**src/rtl/core/ppb_pkg.sv**
```systemverilog
`default_nettype none
// ----------------------------------------------------------------------------
// ppb_pkg: shared constants for the pressure plate balance block
// field widths, default parameter values, op codes and queue depths
// ----------------------------------------------------------------------------
package ppb_pkg;

    // fixed field widths
    localparam int PLATE_W  = 3;
    localparam int DIFF_W   = 14;
    localparam int CH_COUNT = 4;

    // parameter defaults
    localparam int DEF_PLATE_COUNT = 8;
    localparam int DEF_CAL_READS   = 16;
    localparam int DEF_AVG_READS   = 4;
    localparam int DEF_SAMPLE_BITS = 12;

    // op codes
    localparam logic OP_CAL  = 1'b0;
    localparam logic OP_MEAS = 1'b1;

    // front queue, power of two
    localparam int FRONT_DEPTH = 4;
    localparam int FQ_AW       = $clog2(FRONT_DEPTH);
    localparam int FQ_CNT_W    = $clog2(FRONT_DEPTH + 1);

    // result queue, power of two
    localparam int OUT_DEPTH = 8;
    localparam int OQ_AW     = $clog2(OUT_DEPTH);
    localparam int OCNT_W    = $clog2(OUT_DEPTH + 1);

endpackage
`default_nettype wire

```
**src/rtl/core/ppb_ram.sv**
```systemverilog
`default_nettype none
// ----------------------------------------------------------------------------
// ppb_ram: generic simple dual port ram
// one write port, one read port with registered read data (read old on clash)
// ----------------------------------------------------------------------------
module ppb_ram #(
    parameter int WIDTH = 8,
    parameter int DEPTH = 8
) (
    input  logic                                  clk,
    input  logic                                  we,
    input  logic [((DEPTH > 1) ? $clog2(DEPTH) : 1)-1:0] waddr,
    input  logic [WIDTH-1:0]                      wdata,
    input  logic                                  re,
    input  logic [((DEPTH > 1) ? $clog2(DEPTH) : 1)-1:0] raddr,
    output logic [WIDTH-1:0]                      rdata
);

    logic [WIDTH-1:0] mem_reg [DEPTH];

    always_ff @(posedge clk)
    begin
        if (we)
        begin
            mem_reg[waddr] <= wdata;
        end
        if (re)
        begin
            rdata <= mem_reg[raddr];
        end
    end

endmodule
`default_nettype wire

```
**src/rtl/core/ppb_front.sv**
```systemverilog
`default_nettype none
// ----------------------------------------------------------------------------
// ppb_front: input side of the balance block
// accepts words, drops plates out of range, queues the rest for the back end
// ----------------------------------------------------------------------------
module ppb_front #(
    parameter int PLATE_COUNT = ppb_pkg::DEF_PLATE_COUNT,
    parameter int SAMPLE_BITS = ppb_pkg::DEF_SAMPLE_BITS
) (
    input  logic                                     clk,
    input  logic                                     rst_n,
    input  logic                                     push,
    output logic                                     full,
    input  logic                                     op,
    input  logic [ppb_pkg::PLATE_W-1:0]              plate,
    input  logic [SAMPLE_BITS-1:0]                   ch0,
    input  logic [SAMPLE_BITS-1:0]                   ch1,
    input  logic [SAMPLE_BITS-1:0]                   ch2,
    input  logic [SAMPLE_BITS-1:0]                   ch3,
    output logic                                     q_valid,
    input  logic                                     q_pop,
    output logic                                     q_op,
    output logic [ppb_pkg::PLATE_W-1:0]              q_plate,
    output logic [ppb_pkg::CH_COUNT-1:0][SAMPLE_BITS-1:0] q_samples
);

    import ppb_pkg::*;

    typedef struct packed {
        logic                                 op;
        logic [PLATE_W-1:0]                   plate;
        logic [CH_COUNT-1:0][SAMPLE_BITS-1:0] samples;
    } fq_entry_t;

    fq_entry_t           entry_reg [FRONT_DEPTH];
    fq_entry_t           wr_entry;
    logic [FQ_AW-1:0]    wr_ptr_reg, wr_ptr_next;
    logic [FQ_AW-1:0]    rd_ptr_reg, rd_ptr_next;
    logic [FQ_CNT_W-1:0] cnt_reg, cnt_next;
    logic                in_range;
    logic                do_wr;
    logic                do_rd;

    // plates past the configured count are taken and thrown away
    assign in_range = (32'(plate) < 32'(PLATE_COUNT));
    assign full     = (cnt_reg == FQ_CNT_W'(FRONT_DEPTH));
    assign do_wr    = push && !full && in_range;
    assign q_valid  = (cnt_reg != '0);
    assign do_rd    = q_pop && q_valid;

    assign wr_entry.op      = op;
    assign wr_entry.plate   = plate;
    assign wr_entry.samples = {ch3, ch2, ch1, ch0};

    assign q_op      = entry_reg[rd_ptr_reg].op;
    assign q_plate   = entry_reg[rd_ptr_reg].plate;
    assign q_samples = entry_reg[rd_ptr_reg].samples;

    always_comb
    begin
        wr_ptr_next = wr_ptr_reg + FQ_AW'(do_wr);
        rd_ptr_next = rd_ptr_reg + FQ_AW'(do_rd);
        cnt_next    = cnt_reg + FQ_CNT_W'(do_wr) - FQ_CNT_W'(do_rd);
    end

    always_ff @(posedge clk or negedge rst_n)
    begin
        if (!rst_n)
        begin
            wr_ptr_reg <= '0;
            rd_ptr_reg <= '0;
            cnt_reg    <= '0;
        end
        else
        begin
            wr_ptr_reg <= wr_ptr_next;
            rd_ptr_reg <= rd_ptr_next;
            cnt_reg    <= cnt_next;
        end
    end

    always_ff @(posedge clk)
    begin
        if (do_wr)
        begin
            entry_reg[wr_ptr_reg] <= wr_entry;
        end
    end

endmodule
`default_nettype wire

```
**src/rtl/core/ppb_back.sv**
```systemverilog
`default_nettype none
// ----------------------------------------------------------------------------
// ppb_back: accumulate, divide and balance pipeline
// s1 read-modify-write of the per-plate sums, s2 reciprocal multiply,
// s3 quotient and baseline update, s4 pair means and differences
// ----------------------------------------------------------------------------
module ppb_back #(
    parameter int PLATE_COUNT = ppb_pkg::DEF_PLATE_COUNT,
    parameter int CAL_READS   = ppb_pkg::DEF_CAL_READS,
    parameter int AVG_READS   = ppb_pkg::DEF_AVG_READS,
    parameter int SAMPLE_BITS = ppb_pkg::DEF_SAMPLE_BITS
) (
    input  logic                                          clk,
    input  logic                                          rst_n,
    input  logic                                          in_valid,
    output logic                                          in_pop,
    input  logic                                          in_op,
    input  logic [ppb_pkg::PLATE_W-1:0]                   in_plate,
    input  logic [ppb_pkg::CH_COUNT-1:0][SAMPLE_BITS-1:0] in_samples,
    input  logic [ppb_pkg::OCNT_W-1:0]                    out_count,
    output logic                                          res_push,
    output logic [ppb_pkg::PLATE_W-1:0]                   res_plate,
    output logic [ppb_pkg::DIFF_W-1:0]                    res_dx,
    output logic [ppb_pkg::DIFF_W-1:0]                    res_dy
);

    import ppb_pkg::*;

    localparam int SB     = SAMPLE_BITS;
    localparam int ADDR_W = (PLATE_COUNT > 1) ? $clog2(PLATE_COUNT) : 1;
    localparam int CAL_L  = $clog2(CAL_READS);
    localparam int AVG_L  = $clog2(AVG_READS);
    localparam int CSW    = SB + CAL_L;
    localparam int ASW    = SB + AVG_L;
    localparam int CCW    = (CAL_L > 0) ? CAL_L : 1;
    localparam int ACW    = (AVG_L > 0) ? AVG_L : 1;
    localparam int DIV_W  = (CSW > ASW) ? CSW : ASW;
    localparam int MW     = DIV_W + 2;
    localparam int PRW    = DIV_W + MW;
    localparam int CAL_SH = DIV_W + CAL_L;
    localparam int AVG_SH = DIV_W + AVG_L;
    localparam int XW     = ((SB + 3) > DIFF_W) ? (SB + 3) : DIFF_W;
    localparam int OCC_W  = OCNT_W + 1;

    // round-up reciprocals, exact for any dividend below 2**DIV_W
    localparam logic [63:0] CAL_M64 = ((64'd1 << CAL_SH) / CAL_READS) + 64'd1;
    localparam logic [63:0] AVG_M64 = ((64'd1 << AVG_SH) / AVG_READS) + 64'd1;
    localparam logic [MW-1:0] CAL_M = CAL_M64[MW-1:0];
    localparam logic [MW-1:0] AVG_M = AVG_M64[MW-1:0];

    typedef struct packed {
        logic [CCW-1:0]                cal_cnt;
        logic [CH_COUNT-1:0][CSW-1:0]  cal_sum;
        logic [ACW-1:0]                avg_cnt;
        logic [CH_COUNT-1:0][ASW-1:0]  avg_sum;
    } acc_row_t;

    localparam int ROW_W = $bits(acc_row_t);
    localparam int BL_W  = CH_COUNT * SB;

    // ---------------- s1: accumulator read-modify-write ----------------
    logic                              s1_valid_reg;
    logic                              s1_op_reg;
    logic [PLATE_W-1:0]                s1_plate_reg;
    logic [CH_COUNT-1:0][SB-1:0]       s1_samples_reg;
    logic [PLATE_COUNT-1:0]            acc_vld_reg;
    logic                              acc_vld_rd_reg;
    logic                              fwd_reg;
    acc_row_t                          fwd_row_reg;
    logic [ROW_W-1:0]                  acc_rdata;
    acc_row_t                          acc_rd;
    acc_row_t                          acc_cur;
    acc_row_t                          acc_new;
    logic [CH_COUNT-1:0][CSW-1:0]      cal_add;
    logic [CH_COUNT-1:0][ASW-1:0]      avg_add;
    logic [CCW:0]                      cal_cnt1;
    logic [ACW:0]                      avg_cnt1;
    logic                              cal_done;
    logic                              avg_done;
    logic                              s1_done;
    logic [CH_COUNT-1:0][DIV_W-1:0]    div_src;
    logic [OCC_W-1:0]                  occupancy;
    logic                              pop_ok;
    logic                              fwd_next;

    // ---------------- s2: multiply ----------------
    logic                              s2_valid_reg;
    logic                              s2_op_reg;
    logic                              s2_done_reg;
    logic [PLATE_W-1:0]                s2_plate_reg;
    logic [CH_COUNT-1:0][DIV_W-1:0]    s2_src_reg;
    logic [MW-1:0]                     m_sel;
    logic [PLATE_COUNT-1:0]            bl_vld_reg;
    logic                              bl_vld_rd_reg;

    // ---------------- s3: quotient, baseline ----------------
    logic                              s3_valid_reg;
    logic                              s3_op_reg;
    logic                              s3_done_reg;
    logic [PLATE_W-1:0]                s3_plate_reg;
    logic [CH_COUNT-1:0][PRW-1:0]      s3_prod_reg;
    logic [CH_COUNT-1:0][SB-1:0]       quot;
    logic [BL_W-1:0]                   bl_rdata;
    logic [CH_COUNT-1:0][SB-1:0]       base;
    logic                              bl_we;
    logic                              bfwd_reg;
    logic [CH_COUNT-1:0][SB-1:0]       bfwd_data_reg;
    logic                              bfwd_next;
    logic [CH_COUNT-1:0][SB:0]         corr;

    // ---------------- s4: balance ----------------
    logic                              s4_valid_reg;
    logic [PLATE_W-1:0]                s4_plate_reg;
    logic [CH_COUNT-1:0][SB:0]         s4_c_reg;
    logic signed [XW-1:0]              p01, p13, p23, p02;
    logic signed [XW-1:0]              m01, m13, m23, m02;
    logic signed [XW-1:0]              dx, dy;

    function automatic logic signed [XW-1:0] half_tz(input logic signed [XW-1:0] v);
        logic signed [XW-1:0] t;
        t = v + $signed({{(XW-1){1'b0}}, v[XW-1]});
        return t >>> 1;
    endfunction

    // pop only when the result queue has room for everything in flight
    assign occupancy = OCC_W'(out_count) + OCC_W'(s1_valid_reg) + OCC_W'(s2_valid_reg)
                     + OCC_W'(s3_valid_reg) + OCC_W'(s4_valid_reg);
    assign pop_ok    = in_valid && (occupancy < OCC_W'(OUT_DEPTH));
    assign in_pop    = pop_ok;

    ppb_ram #(
        .WIDTH (ROW_W),
        .DEPTH (PLATE_COUNT)
    ) u_acc_ram (
        .clk   (clk),
        .we    (s1_valid_reg),
        .waddr (ADDR_W'(s1_plate_reg)),
        .wdata (acc_new),
        .re    (pop_ok),
        .raddr (ADDR_W'(in_plate)),
        .rdata (acc_rdata)
    );

    assign acc_rd = acc_row_t'(acc_rdata);

    always_comb
    begin
        acc_cur = fwd_reg ? fwd_row_reg : (acc_vld_rd_reg ? acc_rd : '0);
        for (int k = 0; k < CH_COUNT; k++)
        begin
            cal_add[k] = acc_cur.cal_sum[k] + CSW'(s1_samples_reg[k]);
            avg_add[k] = acc_cur.avg_sum[k] + ASW'(s1_samples_reg[k]);
        end
        cal_cnt1 = (CCW + 1)'(acc_cur.cal_cnt) + 1'b1;
        avg_cnt1 = (ACW + 1)'(acc_cur.avg_cnt) + 1'b1;
        cal_done = (cal_cnt1 == (CCW + 1)'(CAL_READS));
        avg_done = (avg_cnt1 == (ACW + 1)'(AVG_READS));

        acc_new = acc_cur;
        if (s1_op_reg == OP_CAL)
        begin
            s1_done = cal_done;
            if (cal_done)
            begin
                acc_new.cal_cnt = '0;
                acc_new.cal_sum = '0;
            end
            else
            begin
                acc_new.cal_cnt = cal_cnt1[CCW-1:0];
                acc_new.cal_sum = cal_add;
            end
        end
        else
        begin
            s1_done = avg_done;
            if (avg_done)
            begin
                acc_new.avg_cnt = '0;
                acc_new.avg_sum = '0;
            end
            else
            begin
                acc_new.avg_cnt = avg_cnt1[ACW-1:0];
                acc_new.avg_sum = avg_add;
            end
        end

        for (int k = 0; k < CH_COUNT; k++)
        begin
            div_src[k] = (s1_op_reg == OP_MEAS) ? DIV_W'(avg_add[k]) : DIV_W'(cal_add[k]);
        end
    end

    // a word popped behind a write to the same plate sees the ram's old row
    assign fwd_next = s1_valid_reg && pop_ok && (s1_plate_reg == in_plate);

    assign m_sel = (s2_op_reg == OP_MEAS) ? AVG_M : CAL_M;

    ppb_ram #(
        .WIDTH (BL_W),
        .DEPTH (PLATE_COUNT)
    ) u_bl_ram (
        .clk   (clk),
        .we    (bl_we),
        .waddr (ADDR_W'(s3_plate_reg)),
        .wdata (quot),
        .re    (s2_valid_reg),
        .raddr (ADDR_W'(s2_plate_reg)),
        .rdata (bl_rdata)
    );

    always_comb
    begin
        for (int k = 0; k < CH_COUNT; k++)
        begin
            if (s3_op_reg == OP_MEAS)
            begin
                quot[k] = SB'(s3_prod_reg[k] >> AVG_SH);
            end
            else
            begin
                quot[k] = SB'(s3_prod_reg[k] >> CAL_SH);
            end
        end
        base = bfwd_reg ? bfwd_data_reg : (bl_vld_rd_reg ? bl_rdata : '0);
        for (int k = 0; k < CH_COUNT; k++)
        begin
            corr[k] = {1'b0, quot[k]} - {1'b0, base[k]};
        end
    end

    assign bl_we     = s3_valid_reg && (s3_op_reg == OP_CAL) && s3_done_reg;
    assign bfwd_next = bl_we && s2_valid_reg && (s2_plate_reg == s3_plate_reg);

    always_comb
    begin
        p01 = $signed(s4_c_reg[0]) + $signed(s4_c_reg[1]);
        p13 = $signed(s4_c_reg[1]) + $signed(s4_c_reg[3]);
        p23 = $signed(s4_c_reg[2]) + $signed(s4_c_reg[3]);
        p02 = $signed(s4_c_reg[0]) + $signed(s4_c_reg[2]);
        m01 = half_tz(p01);
        m13 = half_tz(p13);
        m23 = half_tz(p23);
        m02 = half_tz(p02);
        dx  = m01 - m23;
        dy  = m13 - m02;
    end

    assign res_push  = s4_valid_reg;
    assign res_plate = s4_plate_reg;
    assign res_dx    = dx[DIFF_W-1:0];
    assign res_dy    = dy[DIFF_W-1:0];

    // control
    always_ff @(posedge clk or negedge rst_n)
    begin
        if (!rst_n)
        begin
            s1_valid_reg <= 1'b0;
            s2_valid_reg <= 1'b0;
            s3_valid_reg <= 1'b0;
            s4_valid_reg <= 1'b0;
            acc_vld_reg  <= '0;
            bl_vld_reg   <= '0;
            fwd_reg      <= 1'b0;
            bfwd_reg     <= 1'b0;
        end
        else
        begin
            s1_valid_reg <= pop_ok;
            s2_valid_reg <= s1_valid_reg;
            s3_valid_reg <= s2_valid_reg;
            s4_valid_reg <= s3_valid_reg && (s3_op_reg == OP_MEAS) && s3_done_reg;
            fwd_reg      <= fwd_next;
            bfwd_reg     <= bfwd_next;
            if (s1_valid_reg)
            begin
                acc_vld_reg[ADDR_W'(s1_plate_reg)] <= 1'b1;
            end
            if (bl_we)
            begin
                bl_vld_reg[ADDR_W'(s3_plate_reg)] <= 1'b1;
            end
        end
    end

    // payload
    always_ff @(posedge clk)
    begin
        if (pop_ok)
        begin
            s1_op_reg      <= in_op;
            s1_plate_reg   <= in_plate;
            s1_samples_reg <= in_samples;
            acc_vld_rd_reg <= acc_vld_reg[ADDR_W'(in_plate)];
        end
        fwd_row_reg <= acc_new;

        s2_op_reg    <= s1_op_reg;
        s2_done_reg  <= s1_done;
        s2_plate_reg <= s1_plate_reg;
        s2_src_reg   <= div_src;
        if (s2_valid_reg)
        begin
            bl_vld_rd_reg <= bl_vld_reg[ADDR_W'(s2_plate_reg)];
        end

        s3_op_reg    <= s2_op_reg;
        s3_done_reg  <= s2_done_reg;
        s3_plate_reg <= s2_plate_reg;
        for (int k = 0; k < CH_COUNT; k++)
        begin
            s3_prod_reg[k] <= PRW'(s2_src_reg[k]) * PRW'(m_sel);
        end
        bfwd_data_reg <= quot;

        s4_plate_reg <= s3_plate_reg;
        s4_c_reg     <= corr;
    end

endmodule
`default_nettype wire

```
**src/rtl/core/ppb_outq.sv**
```systemverilog
`default_nettype none
// ----------------------------------------------------------------------------
// ppb_outq: result queue
// holds finished balance words until popped, reports its fill level
// ----------------------------------------------------------------------------
module ppb_outq (
    input  logic                          clk,
    input  logic                          rst_n,
    input  logic                          push,
    input  logic [ppb_pkg::PLATE_W-1:0]   push_plate,
    input  logic [ppb_pkg::DIFF_W-1:0]    push_dx,
    input  logic [ppb_pkg::DIFF_W-1:0]    push_dy,
    input  logic                          pop,
    output logic                          empty,
    output logic [ppb_pkg::PLATE_W-1:0]   plate_out,
    output logic [ppb_pkg::DIFF_W-1:0]    diff_x,
    output logic [ppb_pkg::DIFF_W-1:0]    diff_y,
    output logic [ppb_pkg::OCNT_W-1:0]    count
);

    import ppb_pkg::*;

    typedef struct packed {
        logic [PLATE_W-1:0] plate;
        logic [DIFF_W-1:0]  dx;
        logic [DIFF_W-1:0]  dy;
    } oq_entry_t;

    oq_entry_t         entry_reg [OUT_DEPTH];
    logic [OQ_AW-1:0]  wr_ptr_reg, wr_ptr_next;
    logic [OQ_AW-1:0]  rd_ptr_reg, rd_ptr_next;
    logic [OCNT_W-1:0] cnt_reg, cnt_next;
    logic              do_rd;

    assign empty     = (cnt_reg == '0);
    assign do_rd     = pop && !empty;
    assign count     = cnt_reg;
    assign plate_out = entry_reg[rd_ptr_reg].plate;
    assign diff_x    = entry_reg[rd_ptr_reg].dx;
    assign diff_y    = entry_reg[rd_ptr_reg].dy;

    always_comb
    begin
        wr_ptr_next = wr_ptr_reg + OQ_AW'(push);
        rd_ptr_next = rd_ptr_reg + OQ_AW'(do_rd);
        cnt_next    = cnt_reg + OCNT_W'(push) - OCNT_W'(do_rd);
    end

    always_ff @(posedge clk or negedge rst_n)
    begin
        if (!rst_n)
        begin
            wr_ptr_reg <= '0;
            rd_ptr_reg <= '0;
            cnt_reg    <= '0;
        end
        else
        begin
            wr_ptr_reg <= wr_ptr_next;
            rd_ptr_reg <= rd_ptr_next;
            cnt_reg    <= cnt_next;
        end
    end

    always_ff @(posedge clk)
    begin
        if (push)
        begin
            entry_reg[wr_ptr_reg] <= '{plate: push_plate, dx: push_dx, dy: push_dy};
        end
    end

endmodule
`default_nettype wire

```
**src/rtl/core/pressure_plate_balance.sv**
```systemverilog
`default_nettype none
// ----------------------------------------------------------------------------
// pressure_plate_balance: four-sensor plate calibration and balance
// per-plate baseline averaging and averaged x/y balance of converter reads
// ----------------------------------------------------------------------------
// path: a measurement word that closes an average goes from its front queue
//   entry through s1 to s4, and s4 writes the result queue
// throughput: one word per cycle; the back end pops only while the result
//   queue can hold every word in its four stages
// reset: all sums, counts and baselines read as zero (per-plate valid bits),
//   queues empty; no clearing pass, words are taken right after reset
module pressure_plate_balance #(
    parameter int PLATE_COUNT = ppb_pkg::DEF_PLATE_COUNT,
    parameter int CAL_READS   = ppb_pkg::DEF_CAL_READS,
    parameter int AVG_READS   = ppb_pkg::DEF_AVG_READS,
    parameter int SAMPLE_BITS = ppb_pkg::DEF_SAMPLE_BITS
) (
    input  logic                               clk,
    input  logic                               rst_n,
    // input word
    input  logic                               push,
    output logic                               full,
    input  logic                               op,
    input  logic [ppb_pkg::PLATE_W-1:0]        plate,
    input  logic [SAMPLE_BITS-1:0]             ch0,
    input  logic [SAMPLE_BITS-1:0]             ch1,
    input  logic [SAMPLE_BITS-1:0]             ch2,
    input  logic [SAMPLE_BITS-1:0]             ch3,
    // result word
    output logic                               empty,
    input  logic                               pop,
    output logic [ppb_pkg::PLATE_W-1:0]        plate_out,
    output logic signed [ppb_pkg::DIFF_W-1:0]  diff_x,
    output logic signed [ppb_pkg::DIFF_W-1:0]  diff_y
);

    import ppb_pkg::*;

    // front queue to back end
    logic                                  fq_valid;
    logic                                  fq_pop;
    logic                                  fq_op;
    logic [PLATE_W-1:0]                    fq_plate;
    logic [CH_COUNT-1:0][SAMPLE_BITS-1:0]  fq_samples;

    // back end to result queue
    logic                                  res_push;
    logic [PLATE_W-1:0]                    res_plate;
    logic [DIFF_W-1:0]                     res_dx;
    logic [DIFF_W-1:0]                     res_dy;
    logic [OCNT_W-1:0]                     outq_count;
    logic [DIFF_W-1:0]                     oq_dx;
    logic [DIFF_W-1:0]                     oq_dy;

    // front: take words, drop bad plate numbers, buffer a few
    ppb_front #(
        .PLATE_COUNT (PLATE_COUNT),
        .SAMPLE_BITS (SAMPLE_BITS)
    ) u_front (
        .clk       (clk),
        .rst_n     (rst_n),
        .push      (push),
        .full      (full),
        .op        (op),
        .plate     (plate),
        .ch0       (ch0),
        .ch1       (ch1),
        .ch2       (ch2),
        .ch3       (ch3),
        .q_valid   (fq_valid),
        .q_pop     (fq_pop),
        .q_op      (fq_op),
        .q_plate   (fq_plate),
        .q_samples (fq_samples)
    );

    // back: accumulate, divide by read counts, baseline, balance
    ppb_back #(
        .PLATE_COUNT (PLATE_COUNT),
        .CAL_READS   (CAL_READS),
        .AVG_READS   (AVG_READS),
        .SAMPLE_BITS (SAMPLE_BITS)
    ) u_back (
        .clk        (clk),
        .rst_n      (rst_n),
        .in_valid   (fq_valid),
        .in_pop     (fq_pop),
        .in_op      (fq_op),
        .in_plate   (fq_plate),
        .in_samples (fq_samples),
        .out_count  (outq_count),
        .res_push   (res_push),
        .res_plate  (res_plate),
        .res_dx     (res_dx),
        .res_dy     (res_dy)
    );

    // results wait here so a stalled consumer never stops the back end mid-word
    ppb_outq u_outq (
        .clk        (clk),
        .rst_n      (rst_n),
        .push       (res_push),
        .push_plate (res_plate),
        .push_dx    (res_dx),
        .push_dy    (res_dy),
        .pop        (pop),
        .empty      (empty),
        .plate_out  (plate_out),
        .diff_x     (oq_dx),
        .diff_y     (oq_dy),
        .count      (outq_count)
    );

    assign diff_x = $signed(oq_dx);
    assign diff_y = $signed(oq_dy);

`ifndef SYNTHESIS
    // the pop credit check must leave a slot for every finished word
    a_outq_room: assert property (@(posedge clk) disable iff (!rst_n)
        res_push |-> (outq_count < OCNT_W'(OUT_DEPTH)))
        else $error("result queue written while full");

    // a word pushed with no pop must raise the fill level by one
    a_outq_fill: assert property (@(posedge clk) disable iff (!rst_n)
        (res_push && !(pop && !empty)) |=> (outq_count == $past(outq_count) + 1'b1))
        else $error("result queue fill level lost a word");

    // the back end never pops an empty front queue
    a_front_pop: assert property (@(posedge clk) disable iff (!rst_n)
        fq_pop |-> fq_valid)
        else $error("back end popped an empty front queue");
`endif

endmodule
`default_nettype wire

```
**config.mk**
```make
export PLATFORM = sky130hd
export DESIGN_NAME = pressure_plate_balance
export DESIGN_NICKNAME = d
export VERILOG_FILES = /design/src/rtl/core/ppb_pkg.sv /design/src/rtl/core/ppb_ram.sv /design/src/rtl/core/ppb_front.sv /design/src/rtl/core/ppb_back.sv /design/src/rtl/core/ppb_outq.sv /design/src/rtl/core/pressure_plate_balance.sv
export SDC_FILE = /design/constraint.sdc
export NUM_CORES = 2
export LEC_CHECK = 0
export BUFFER_PORTS_ARGS = -buffer_cell sky130_fd_sc_hd__clkbuf_2
export CAP_MARGIN = 20
export CORE_MARGIN = 2
export CORE_UTILIZATION = 57
export CTS_BUF_LIST = sky130_fd_sc_hd__clkbuf_16
export DETAILED_ROUTE_END_ITERATION = 7
export GPL_ROUTABILITY_DRIVEN = 0
export HOLD_SLACK_MARGIN = 0.03
export PLACE_DENSITY = 0.76
export SETUP_SLACK_MARGIN = 0.05
export SLEW_MARGIN = 20
export SYNTH_ARGS = -nofsm -noshare
export SYNTH_HDL_FRONTEND = slang
export SYNTH_HIERARCHICAL = 1
export SYNTH_SLANG_ARGS = --single-unit
```
**constraint.sdc**
```tcl
create_clock -name clk -period 13.22 [get_ports clk]
set_input_delay 2.644 -clock clk [delete_from_list [all_inputs] [get_ports clk]]
set_output_delay 2.644 -clock clk [all_outputs]
set_load 0.01 [all_outputs]
```
# After elaboration in Yosys (flattened, before gate mapping)
# Memories as Yosys holds them, arrays and structs flattened. A register that Yosys moved wholly into a read port is not among the register bits.
# Cells that the tools add are included.
[word_totals]
mem_bits_rw = 1848
reg_bits = 524
input_bits = 56
n_memories = 4
[classes]
bitwise_logic = 3
eq_ne = 5
n_lt_le_gt_ge = 7
n_addsub = 36
muxes = 33
n_reduce_logical = 18
multipliers = 4
[mem_list]
columns = ["name", "words", "word_bits", "rd", "rd_clocked_by_memory_dff", "write_ports", "line_no", "text"]
rows = [
  ["u_back.u_acc_ram.mem_reg", 8, 126, 1, 1, 1, "ppb_ram.sv:19", "logic [WIDTH-1:0] mem_reg [DEPTH];"],
  ["u_back.u_bl_ram.mem_reg", 8, 48, 1, 1, 1, "ppb_ram.sv:19", ""],
  ["u_outq.entry_reg", 8, 31, 1, 0, 1, "ppb_outq.sv:29", "oq_entry_t entry_reg [OUT_DEPTH];"],
  ["u_front.entry_reg", 4, 52, 1, 0, 1, "ppb_front.sv:35", "fq_entry_t entry_reg [FRONT_DEPTH];"],
]
[op_table]
columns = ["cell", "count"]
rows = [
  ["$mux 126", 2],
  ["$mux 68", 2],
  ["$mul 16x17->32 const B", 4],
  ["$mux 58", 2],
  ["$mux 48", 2],
  ["$add 16x12->16", 4],
  ["$add 14x2->15", 4],
  ["$add 13x13->14", 4],
  ["$add 14x12->14", 4],
  ["$mux 14", 4],
  ["$sub 12x12->13", 4],
  ["$mux 12", 4],
  ["$sub 14x14->14", 2],
  ["$lt 3x4->1 const B", 4],
  ["$or 8x8->8", 2],
  ["$add 5x1->5", 3],
  ["$logic_and 1x1->1", 14],
  ["$mux 1", 13],
  ["$add 3x1->3", 3],
  ["$bmux 1 s3", 2],
  ["$demux 1 s3", 2],
  ["$eq 3x3->1", 2],
  ["$eq 3x3->1 const B", 2],
  ["$ge 3x1->1 const B", 2],
  ["13 further kinds", 15],
]

# Depth between registers and ports, before layout
[depth]
word_depth = 8
ltp_mapped = 22
mapped_depth_nobuf = 21

# Cells and area by module
# The synthesis kept the hierarchy.
[by_module_without_submodules]
columns = ["mod", "area_each_um2", "seq_area_each_um2", "cells_per_inst", "n_inst"]
rows = [
  ["ppb_ram (u_back.u_acc_ram)", 41649.9, 34052.7, 1595, 1],
  ["ppb_back", 24583.6, 9198.8, 2616, 1],
  ["ppb_ram (u_back.u_bl_ram)", 16100.4, 12972.4, 616, 1],
  ["ppb_outq", 10078.4, 7697.4, 408, 1],
  ["ppb_front", 7961.4, 6421.2, 303, 1],
]

# Least setup slack after synthesis
# No wires, ideal clock.
[synth_path]
path_kind = "flip-flop to flip-flop"
start = "register u_back.s2_valid_reg"
end = "register u_front.cnt_reg[2]"
period_less_slack_ns = 13.763
setup_slack_ns = -0.543
arrival_ns = 13.640
path_stages_with_launch = 11
setup_time_ns = 0.123
n_path_buf = 0
cell_sequence = "dfrtp_1 -> fa_1 -> ha_1 -> a21o_1 -> a21o_1 -> a21oi_1 -> a221oi_1 -> ha_1 -> fa_1 -> xnor2_1 -> xnor2_1"
[synth_between]
elab_chain_len = 7
[synth_lines]
columns = ["item", "line_no", "text"]
rows = [
  ["start: declaration", "ppb_back.sv:87", "logic s2_valid_reg;"],
  ["start signal: assignment", "ppb_back.sv:272", "s2_valid_reg <= s1_valid_reg;"],
  ["$add 5x1->5", "ppb_back.sv:126", "assign occupancy = OCC_W'(out_count) + OCC_W'(s1_valid_reg) + OCC_W'(s2_valid_reg)"],
  ["$add 5x1->5 (2 in series)", "ppb_back.sv:127", "+ OCC_W'(s3_valid_reg) + OCC_W'(s4_valid_reg);"],
  ["$lt 5x4->1", "ppb_back.sv:128", "assign pop_ok = in_valid && (occupancy < OCC_W'(OUT_DEPTH));"],
  ["$logic_and 1x1->1", "ppb_back.sv:128", ""],
  ["named net fq_pop", "pressure_plate_balance.sv:41", "logic fq_pop;"],
  ["$logic_and 1x1->1", "ppb_front.sv:49", "assign do_rd = q_pop && q_valid;"],
  ["$sub 3x1->3", "ppb_front.sv:63", "cnt_next = cnt_reg + FQ_CNT_W'(do_wr) - FQ_CNT_W'(do_rd);"],
  ["named net u_front.cnt_next[2]", "ppb_front.sv:39", "logic [FQ_CNT_W-1:0] cnt_reg, cnt_next;"],
  ["end signal: assignment", "ppb_front.sv:78", "cnt_reg <= cnt_next;"],
  ["end: declaration", "ppb_front.sv:39", ""],
]
# The timed path passes the listed nets, and every way through them passes these cells.
# A chain may end at the register's enable or synchronous reset.

# Worst setup path in the final report
[layout_path]
start = "register u_outq.rd_ptr_reg[0]"
end = "output port diff_y[2] (netlist name)"
[layout_between]
elab_chain_len = 1
[layout_lines]
columns = ["item", "line_no", "text"]
rows = [
  ["start: declaration", "ppb_outq.sv:31", "logic [OQ_AW-1:0] rd_ptr_reg, rd_ptr_next;"],
  ["start signal: assignment", "ppb_outq.sv:60", "rd_ptr_reg <= rd_ptr_next;"],
  ["$mem_v2 8x31", "-", ""],
  ["end: declaration", "pressure_plate_balance.sv:34", "output logic signed [ppb_pkg::DIFF_W-1:0] diff_y"],
]
# Every way passes these cells.

==> results.sh <==
export IMPL_synth_async_reset_ratio_pct=1.58
export IMPL_cp_end_kind="output pin"
export IMPL_clock_skew_ps=46.7
export IMPL_syn_area_um2=100000
export IMPL_cts_tree="built"
export IMPL_antenna_found_initial=4
export IMPL_setup_tns_ps=0
export IMPL_die_height_um=424
export IMPL_synthTopCellsByCount="edfxtp_1 (2076), mux4_2 (397), dfxtp_1 (351)"
export IMPL_grt_pass1_wl_um=318000
export IMPL_die_x_um=424
export IMPL_worst_ep_required_time_ps=10580
export IMPL_grt_overflow=0
export IMPL_io_buffers=88
export IMPL_synth_cell_types=84
export IMPL_dieArea_um2=179000
export IMPL_grt_usage_pct=23.3
export IMPL_yosysTopAreaCell="edfxtp_1"
export IMPL_cts_max_path_buffers=3
export IMPL_first_pass_iters=5
export IMPL_avgSynthCellArea_um2=18.1
export IMPL_maxSlewViolCount=0
export IMPL_cts_inserted_buffers=227
export IMPL_cts_repair_resized=0
export IMPL_crit_arrival_ps=3150
export IMPL_ctsHoldBuffers=0
export IMPL_ys_ff_latch=2466
export IMPL_clkTransAtPathRegs_ps=60
export IMPL_finalNetCount=6033
export IMPL_crit_path_cell_trace="buf_4 > mux4_1 > mux2_2 > clkbuf_2"
export IMPL_startpoint_type="register"
export IMPL_drv_cap=0
export IMPL_syn_inst=5538
export IMPL_setup_viol=0
export IMPL_vias=51100
export IMPL_whs_ps=319
export IMPL_yosysMostFrequentCell="edfxtp_1"
export IMPL_status="finished, final reports clean"
export IMPL_cts_sinks=2466
export IMPL_yosysWarnings=6
export IMPL_max_freq_mhz=173
export IMPL_synth_area_leaders="edfxtp_1 (62%), mux4_2 (8.9%), dfxtp_1 (7.0%)"
export IMPL_crit_fanout=63
export IMPL_hold_viol=0
export IMPL_ant_nets=0
export IMPL_grt_pass1_vias=52900
export IMPL_detail_route_vias_per_cell=6.19
export IMPL_clk_latency_ps=870
export IMPL_remaining_drc_errors=0
export IMPL_dp_hpwl_um=118000
export IMPL_min_path_type="reg2reg"
export IMPL_syn_to_final_growth_pct=10.4
export IMPL_grt_start_max_net_pins=155
export IMPL_cp_top_family="multiplexers"
export IMPL_crit_buf_inv=2
export IMPL_finalCritPeriodShare_pct=43.8
export IMPL_min_period_ps=5790
export IMPL_ys_seq_area_share_pct=70.1
export IMPL_relSlewSlack_pct=22.8
export IMPL_synth_main_ff_cell="edfxtp_1"
export IMPL_fill_cells=11700
export IMPL_largest_reg_flops=1008
export IMPL_wl_per_cell_um=25.2
export IMPL_synth_top_area_share_pct=62.1
export IMPL_synth_edf_count=2076
export IMPL_h_tree_depth=4
export IMPL_io_pins=89
export IMPL_drive_gt1_share_pct=20.5
export IMPL_rows=154
export IMPL_syn_nets=5856
export IMPL_start_util_pct=57.2
export IMPL_post_cts_setup_buffer_count=0
export IMPL_worst_slew_pin_slew_ps=1130
export IMPL_cts_root_buf="clkbuf_16"
export IMPL_core_um2=176000
export IMPL_routed_wl_um=208000
export IMPL_cp_slowest_cell="buf_4"
export IMPL_crit_type="reg2out"
export IMPL_max_stage_delay_ps=750
export IMPL_rsz0062_at_grt="false"
export IMPL_drtIter0Drc=4565
## metrics by stage
step	cells	setup slack [ps]	utilization (%)	area [um^2]
finish	8261	7430	63.1	111000
detailed placement	7824	7780	58.9	103000
CTS	8257	7350	63.1	111000
global placement	7824	7960	58.9	103000
floorplan	5538	3320	-	100000
global route	8260	7250	63.1	111000
## cell type report
type                       count  area [um^2]  area share, %
sequential                  2466        70400           63.5
multi-input combinational   2701        28400           25.7
clock buffer                 231         5780           5.22
tap                         2340         2930           2.64
clock inverter               202         1470           1.33
timing repair buffer         169         1200           1.08
inverter                     150          566          0.511
antenna                        2         5.00        0.00452
## worst reg2reg max path, cell delays in order (launching register included)
cell and delay, ps:
dfrtp_4 670, nor2b_4 510, buf_4 590, a22o_1 290
ha_1 180, inv_1 70, fa_1 380, nor2b_1 160
o21ai_0 130, a21oi_1 200, o21ai_0 130, a21boi_0 470
o2111ai_1 260, a31oi_1 610, mux2i_1 180, o22ai_1 490
## kinds of logic after synthesis
family	synth area share, %
flops	70.1
compound gates	5.40
mux	14.0
simple gates	3.23
buf+inv	1.82
fa+ha+maj	3.42
xor+xnor	2.04
## placed cells by master, fill, tap and decap left out, types with 15 or more instances in the layout
cell type	instances
and3_1	21
a21o_1	45
xnor2_1	161
bufinv_16	16
o21a_1	23
nor2b_1	46
mux2_4	40
nand2b_1	20
xor2_1	67
nand2_1	221
or3_1	15
mux4_2	395
inv_1	199
a22o_1	154
clkinv_1	66
buf_4	68
a21oi_1	102
mux4_1	68
edfxtp_1	2076
clkinv_2	41
dfxtp_1	347
nor2_4	16
mux2i_1	27
ha_1	241
a21boi_0	24
clkbuf_16	231
o21ai_0	142
fa_1	21
a31oi_1	26
dfrtp_1	32
o21bai_1	27
o31ai_1	15
mux2_2	216
a22oi_1	73
nor2_1	177
nor3_1	65
nand3_1	41
a211oi_1	15
clkbuf_2	88
and2_1	18
## per-layer routing
metal | wire, um | GRT usage, %
met1 | 85000 | 31.5
met2 | 104000 | 39.1
met3 | 13300 | 3.70
met4 | 6240 | 7.71
met5 | 15 | 0
## worst paths after layout
| check | startpoint | end | slack [ps] | cells after the start |
|---|---|---|---|---|
| min in group asynchronous | rst_n | u_front/wr_ptr_reg[0]$_DFF_PN0_ | 1860 | 2 |
| max in group asynchronous | rst_n | u_outq/rd_ptr_reg[0]$_DFF_PN0_ | 10850 | 2 |
| worst min-delay path | u_back/s2_src_reg[29]$_DFF_P_ | u_back/s3_prod_reg[63]$_DFF_P_ | 320 | 0 |
| worst max-delay path | u_outq/rd_ptr_reg[0]$_DFF_PN0_ | diff_y[2] | 7430 | 4 |
| worst max register to register | u_back/fwd_reg$_DFF_PN0_ | u_back/u_acc_ram/mem_reg[7][86]$_DFFE_PP_ | 7610 | 15 |
| worst min register to register | u_back/s2_src_reg[29]$_DFF_P_ | u_back/s3_prod_reg[63]$_DFF_P_ | 320 | 0 |
Power is left out: the tool's default activity adds up to more than one toggle a clock period on the data nets, which glitch-free logic cannot reach.
